--- config.mk ---
export PLATFORM = sky130hd
export DESIGN_NAME = sars_ctrl
export DESIGN_NICKNAME = d
export VERILOG_FILES = /design/src/sv/sars_pkg.sv /design/src/sv/sars_ctrl.sv
export SDC_FILE = /design/constraint.sdc
export NUM_CORES = 1
export LEC_CHECK = 0
export BUFFER_PORTS_ARGS = -buffer_cell sky130_fd_sc_hd__buf_2
export CELL_PAD_IN_SITES_DETAIL_PLACEMENT = 2
export CELL_PAD_IN_SITES_GLOBAL_PLACEMENT = 2
export CORE_MARGIN = 2
export CORE_UTILIZATION = 22
export CTS_BUF_LIST = sky130_fd_sc_hd__clkbuf_2 sky130_fd_sc_hd__clkbuf_4 sky130_fd_sc_hd__clkbuf_8
export DETAILED_ROUTE_END_ITERATION = 7
export GPL_ROUTABILITY_DRIVEN = 0
export PLACE_DENSITY_LB_ADDON = 0.12
export SLEW_MARGIN = 30
export SYNTH_ARGS = -nofsm -noshare
export SYNTH_HDL_FRONTEND = slang
export SYNTH_SLANG_ARGS = --single-unit
export TNS_END_PERCENT = 50
--- constraint.sdc ---
create_clock -name clock -period 1.1 [get_ports clock]
set_input_delay 0 -clock clock [delete_from_list [all_inputs] [get_ports clock]]
set_output_delay 0 -clock clock [all_outputs]
set_load 0.01 [all_outputs]
--- src/sv/sars_pkg.sv ---
// ----------------------------------------------------------------------------
// sars_pkg
// Shared types and constants for the summed-area range-sum block.
// ----------------------------------------------------------------------------
package sars_pkg;

   localparam int COORD_W   = 8;
   localparam int ELEM_W    = 16;
   localparam int SIDE_CFG_W = 9;
   localparam int SUM_W     = 32;

   localparam logic OP_LOAD  = 1'b0;
   localparam logic OP_QUERY = 1'b1;

   typedef struct packed {
      logic                operation;
      logic [ELEM_W-1:0]   element_value;
      logic [COORD_W-1:0]  row_from;
      logic [COORD_W-1:0]  col_from;
      logic [COORD_W-1:0]  row_to;
      logic [COORD_W-1:0]  col_to;
   } req_type;

   typedef struct packed {
      logic [SUM_W-1:0] range_sum;
      logic             bad_query;
   } rsp_type;

   // table read address source
   typedef enum logic [2:0] {
      SEL_ABOVE,
      SEL_A,
      SEL_B,
      SEL_C,
      SEL_D
   } rd_sel_type;

   // accumulator operation on the table read data
   typedef enum logic [2:0] {
      ACC_HOLD,
      ACC_LOAD,
      ACC_SUB_ROW,
      ACC_SUB_COL,
      ACC_ADD_CORNER
   } acc_op_type;

   typedef struct packed {
      logic       capture;
      logic       check;
      logic       load_write;
      logic       result_load;
      rd_sel_type rd_sel;
      acc_op_type acc_op;
   } cmd_type;

   typedef struct packed {
      logic bad;
      logic out_free;
   } status_type;

endpackage

--- src/sv/sars_ctrl.sv ---
// ----------------------------------------------------------------------------
// sars_ctrl
// Sequencer for loads (read above, write entry) and queries (four reads).
// ----------------------------------------------------------------------------
module sars_ctrl (
   input  logic                 clock,
   input  logic                 reset,
   input  logic                 req_valid,
   input  logic                 req_operation,
   output logic                 req_stall,
   input  sars_pkg::status_type status,
   output sars_pkg::cmd_type    cmd
);

   typedef enum logic [3:0] {
      ST_IDLE,
      ST_LD_READ,
      ST_LD_WRITE,
      ST_Q_CHECK,
      ST_Q_RD_B,
      ST_Q_RD_C,
      ST_Q_RD_D,
      ST_Q_LAST,
      ST_RESULT
   } state_type;

   state_type state_ff;
   state_type state_in;
   logic      req_stall_ff;

   always_comb begin
      state_in        = state_ff;
      cmd             = '0;
      cmd.rd_sel      = sars_pkg::SEL_A;
      cmd.acc_op      = sars_pkg::ACC_HOLD;
      case (state_ff)
         ST_IDLE: begin
            if (req_valid) begin
               cmd.capture = 1'b1;
               state_in = (req_operation == sars_pkg::OP_QUERY) ? ST_Q_CHECK : ST_LD_READ;
            end
         end
         ST_LD_READ: begin
            cmd.rd_sel = sars_pkg::SEL_ABOVE;
            state_in   = ST_LD_WRITE;
         end
         ST_LD_WRITE: begin
            cmd.load_write = 1'b1;
            state_in       = ST_IDLE;
         end
         ST_Q_CHECK: begin
            cmd.check  = 1'b1;
            cmd.rd_sel = sars_pkg::SEL_A;
            state_in   = status.bad ? ST_RESULT : ST_Q_RD_B;
         end
         ST_Q_RD_B: begin
            cmd.acc_op = sars_pkg::ACC_LOAD;
            cmd.rd_sel = sars_pkg::SEL_B;
            state_in   = ST_Q_RD_C;
         end
         ST_Q_RD_C: begin
            cmd.acc_op = sars_pkg::ACC_SUB_ROW;
            cmd.rd_sel = sars_pkg::SEL_C;
            state_in   = ST_Q_RD_D;
         end
         ST_Q_RD_D: begin
            cmd.acc_op = sars_pkg::ACC_SUB_COL;
            cmd.rd_sel = sars_pkg::SEL_D;
            state_in   = ST_Q_LAST;
         end
         ST_Q_LAST: begin
            cmd.acc_op = sars_pkg::ACC_ADD_CORNER;
            state_in   = ST_RESULT;
         end
         ST_RESULT: begin
            // wait for room in the output register
            if (status.out_free) begin
               cmd.result_load = 1'b1;
               state_in        = ST_IDLE;
            end
         end
         default: begin
            state_in = ST_IDLE;
         end
      endcase
   end

   always_ff @(posedge clock) begin
      if (reset) begin
         state_ff     <= ST_IDLE;
         req_stall_ff <= 1'b0;
      end else begin
         state_ff     <= state_in;
         req_stall_ff <= (state_in != ST_IDLE);
      end
   end

   assign req_stall = req_stall_ff;

endmodule

# == Yosys cells after proc, flatten, opt, wreduce, memory -nomap -nowiden ==
# Index checks and enable logic that the tools add are counted.
# totals
elab_cells,25
reg_bits,5
output_inout_bits,11
in_bits,6
# classes
muxes,13
reduce_logical,2
eq_ne,8
# op_table
cell,count
case mux 4 bit (8 select lines),1
case mux 3 bit (4 select lines),2
== test 4 x 3 -> 1 bit (second input constant),4
two-way mux 4 bit,3
== test 4 x 2 -> 1 bit (second input constant),2
two-way mux 1 bit,6
== test 4 x 1 -> 1 bit (second input constant),1
== test 4 bit (second input constant),1
logical NOT 4 bit,1
nonzero test 4 bit,1
two-way mux 2 bit,1

# == Logic depth before layout (Yosys ltp) ==
# depth
word_depth,4
mapped_depth,5
ltp_nobuf,4

# == Worst setup path before layout ==
# Ideal clock, no wire load.
# synth_path
path_type,reg2reg
from,reg state_ff[0]
to,reg state_ff[0]
period_less_slack_ns,1.120
setup_ns,0.059
required_ns,1.041
stages_incl_launch_ff,6
path_buffers,1
t_arrival_ns,1.061
setup_slack_ns,-0.020
cell_sequence,dfxtp_1 > buf_6 > nor2_1 > nand2_1 > nor3_1 > o21ba_1
# synth_via
elab_chain_cells,2
word_cells_on_any_way,11
cone_classes,7 x eq/ne; 3 x mux; 1 x reduce/logical
# synth_lines
element,line,rtl
start: declaration,sars_ctrl.sv:27,state_type state_ff;
start signal: assignment,sars_ctrl.sv:93,state_ff <= state_in;
"== test 4 bit, or another cell as far along",sars_ctrl.sv:36,case (state_ff)
case mux 4 bit (8 select lines) *,sars_ctrl.sv:36,
# Mark *: on every way between the ends. The rest lies on a longest branch, timed or not.
# A chain may end at the register's enable or synchronous reset.

# == Worst setup path in the final report ==
# layout_path
from,reg state_ff[2]
to,reg state_ff[0]
# layout_via
elab_chain_cells,2
word_cells_on_any_way,9
cone_classes,7 x eq/ne; 1 x mux; 1 x reduce/logical
# layout_lines
element,line
"== test 4 bit, or another cell as far along",sars_ctrl.sv:36
case mux 4 bit (8 select lines) *,sars_ctrl.sv:36
# Marked as above.

==> flow_summary.ini <==
[status]
status = finished, violations left
violations = negative setup slack

[sta]
slew_headroom = 0.8497
rsz0062_at_grt = yes
period_share = 1.142
finalSetupTns_ps = -1229
timing_hold_violations_final = 0
fin_crit_ps = 1256
tightest_slew_ps = 224.5
setup-violations-final = 15
finClkSkew_ps = 10.47
max_freq_mhz = 796.0
setup_ws_ps = -156.2
slew_violations = 0

[synth]
yosys.area_share.adder = 0
netlist_area_um2 = 366.6
ys.flop_type = dfxtp_1
async_flop_share = 0
synth.most_common_cell = nor2_1
postSynthCellCount = 47
synthSimpleGateAreaFrac = 0.3891
synth_top_cells_by_count = 8 x nor2_1, 5 x dfxtp_1, 3 x nand2_1, 3 x nand2b_1, 3 x nor3_1
synthXorXnorAreaFrac = 0
yosysUniqueCellTypes = 27
synth_top_family_by_area = simple AND/OR/NAND/NOR gates
synth_top_cell_by_area = dfxtp_1
ys_seq_elements = 5
synth_top_area_frac = 0.2730
synth.area.top_cells = dfxtp_1 27%, nor2_1 8.2%, buf_6 6.1%, nand2b_1 5.1%, nor3_1 4.1%
synth_nets = 53
synth_edf_count = 0
synth.avg_cell_area_um2 = 7.800
synth_seq_area_share = 0.2730
synth_mux_area_frac = 0.02730
synth_compound_area_frac = 0.2048
synth_warnings = 0

[route]
finalWirelength_um = 1822
dr.pass1.iters = 4
drt_iter0_drc = 5
ant_nets = 0
drc = 0
viasPerCell = 4.981
wire_per_inst_um = 17.69
vias = 513

[setup_path]
cp_slowest_cell = dfxtp_4
crit_path_cell_trace = buf_4, nor2_4, nor2b_1, a211o_1, o21ba_1
worst-path-buf-inv = 1
crit_fanout = 6
max_stage_delay_ps = 360
startpoint_type = flop
critPathKind = reg -> reg
regToRegStartpoint = state_ff[2]
crit_path_end_kind = flop
critPathArrivalTime_ps = 1450
cpLargestDelayFamily = compound AO/OA/AOI/OAI gates
cp.required_ps = 1290
critPathLaunch = state_ff[2]

[cts]
clock_sinks = 5
clock_path_buffers = 2
numCtsBuffers = 3
path_clk_slew_ps = 50
clockRootBuffer = clkbuf_4
clock_latency_ps = 250
cts_max_level = 1
cts_tree = yes

[final_layout]
num-nets-final = 94
area_growth_pct = 115.7
antennaDiodeCount = 0
drive_gt1_frac = 0.7356
design_area_um2 = 790.8

[global_route]
gr-usage-met3 = 0.06000
gr-usage-met1 = 0.2010
grt_pass1_vias = 511
gr-usage-met2 = 0.3217
grt_max_degree = 10
grt_overflow = 0
grtUsageTotal = 0.1772
antenna_found_initial = 0
top_usage_layer = met2
grt_pass1_wl_um = 2456

[placement]
portBuffers = 16
place_area_um2 = 569.3
hpwl_um = 1043

[die]
die_area_um2 = 2009
core_region_area_um2 = 1541
fp.dieH_um = 44.82
ios = 17
dieWidth_um = 44.82
row_count = 14
initial_core_util = 0.2378

[pwr]
p_clk_frac = 0.350
power.share.switching = 0.3109
power_density_nw_per_um2 = 907.5
combPwrFrac = 0.350
p_sw_mw = 0.2231
internal_power_mw = 0.4945
p_leak_nw = 0.3803
vdd_drop_max_mv = 0.5606
seqPwrFrac = 0.300

[job]
maxCapViolations = 0

[worst_hold_path]
hp-start = req_operation
hold_path_class = in -> reg
==> what timing repair did <==
action / in CTS / in global routing
hold buffers: 1 / 0
setup endpoints to repair: 15 / 15
pin swaps: 7 / 2
gates resized for setup: 31 / 9
setup buffers: 4 / 4
hold endpoints to repair: 1 / 0
==> cell type report <==
type	count	area, um^2
fill	170	750.7
multi-input combinational	37	319.1
timing repair buffer	40	302.8
sequential	5	115.1
clock buffer	4	30.03
tap	16	20.02
inverter	1	3.754
==> power groups by stage <==
| stage | registers, mW | logic (mW) | clock network (mW) |
|---|---|---|---|
| after global routing | 0.217 | 0.269 | 0.274 |
| after floorplan | 0.205 | 0.0995 | 0 |
| after CTS | 0.215 | 0.220 | 0.251 |
| after detailed placement | 0.218 | 0.160 | 0 |
| after global placement | 0.218 | 0.158 | 0 |
| final | 0.215 | 0.251 | 0.251 |
==> worst paths after layout <==
check	cells past startpoint	slack, ps	endpoint
hold reg to reg	2	580	state_ff[2]
setup / recovery	5	-160	state_ff[0]
hold / removal	3	30	state_ff[1]
setup reg to reg	5	-160	state_ff[0]
==> metrics by stage <==
stage	worst slack, ps	hold WS, ps	cells	utilization	total power [mW]
6_report	-156.2	30.59	103	0.5130	0.7176
5_1_grt	-223.5	46.02	103	0.5130	0.7601
4_1_cts	-129.4	42.18	99	0.4732	0.6864
3_5_place_dp	-159.1	193.9	91	0.3693	0.3784
3_3_place_gp	-141.7	195.8	91	0.3693	0.3759
2_1_floorplan	1.791	72.76	47	-	0.3044
==> worst register-to-register path, stage by stage (launching register included) <==
cell     delay [ps]
dfxtp_4         360
buf_4           160
nor2_4           90
nor2b_1          60
a211o_1         310
o21ba_1         230
==> kinds of logic after synthesis <==
kind of cell | count (synthesis)
and+or+nand+nor | 26
AOI/OAI and AO/OA | 10
DFF | 5
buffers and inverters | 5
muxes | 1
==> sequential cells by signal, summed over array words and instances (netlist names) <==
| name | count |
|---|---|
| req_stall | 1 |
| state_ff | 4 |
==> cells in the final DEF (no fill, tap or decap), types with 2 or more instances in the layout <==
| cell type | instances |
|---|---|
| buf_6 | 10 |
| nand2_1 | 3 |
| nor2_4 | 3 |
| buf_4 | 14 |
| a21oi_2 | 2 |
| nor3_2 | 2 |
| nand2b_4 | 3 |
| dfxtp_4 | 4 |
| clkbuf_4 | 4 |
| nor2_1 | 3 |
| nor2b_1 | 2 |
| nor2_2 | 4 |
| buf_2 | 15 |
==> routing by layer <==
metal / vias to the layer above / wire [um]
met1: 252 / 734
met5: - / 0
met3: 2 / 67
li1: 244 / -
met4: 0 / 26
met2: 15 / 993
(Power assumes the default switching activity.)
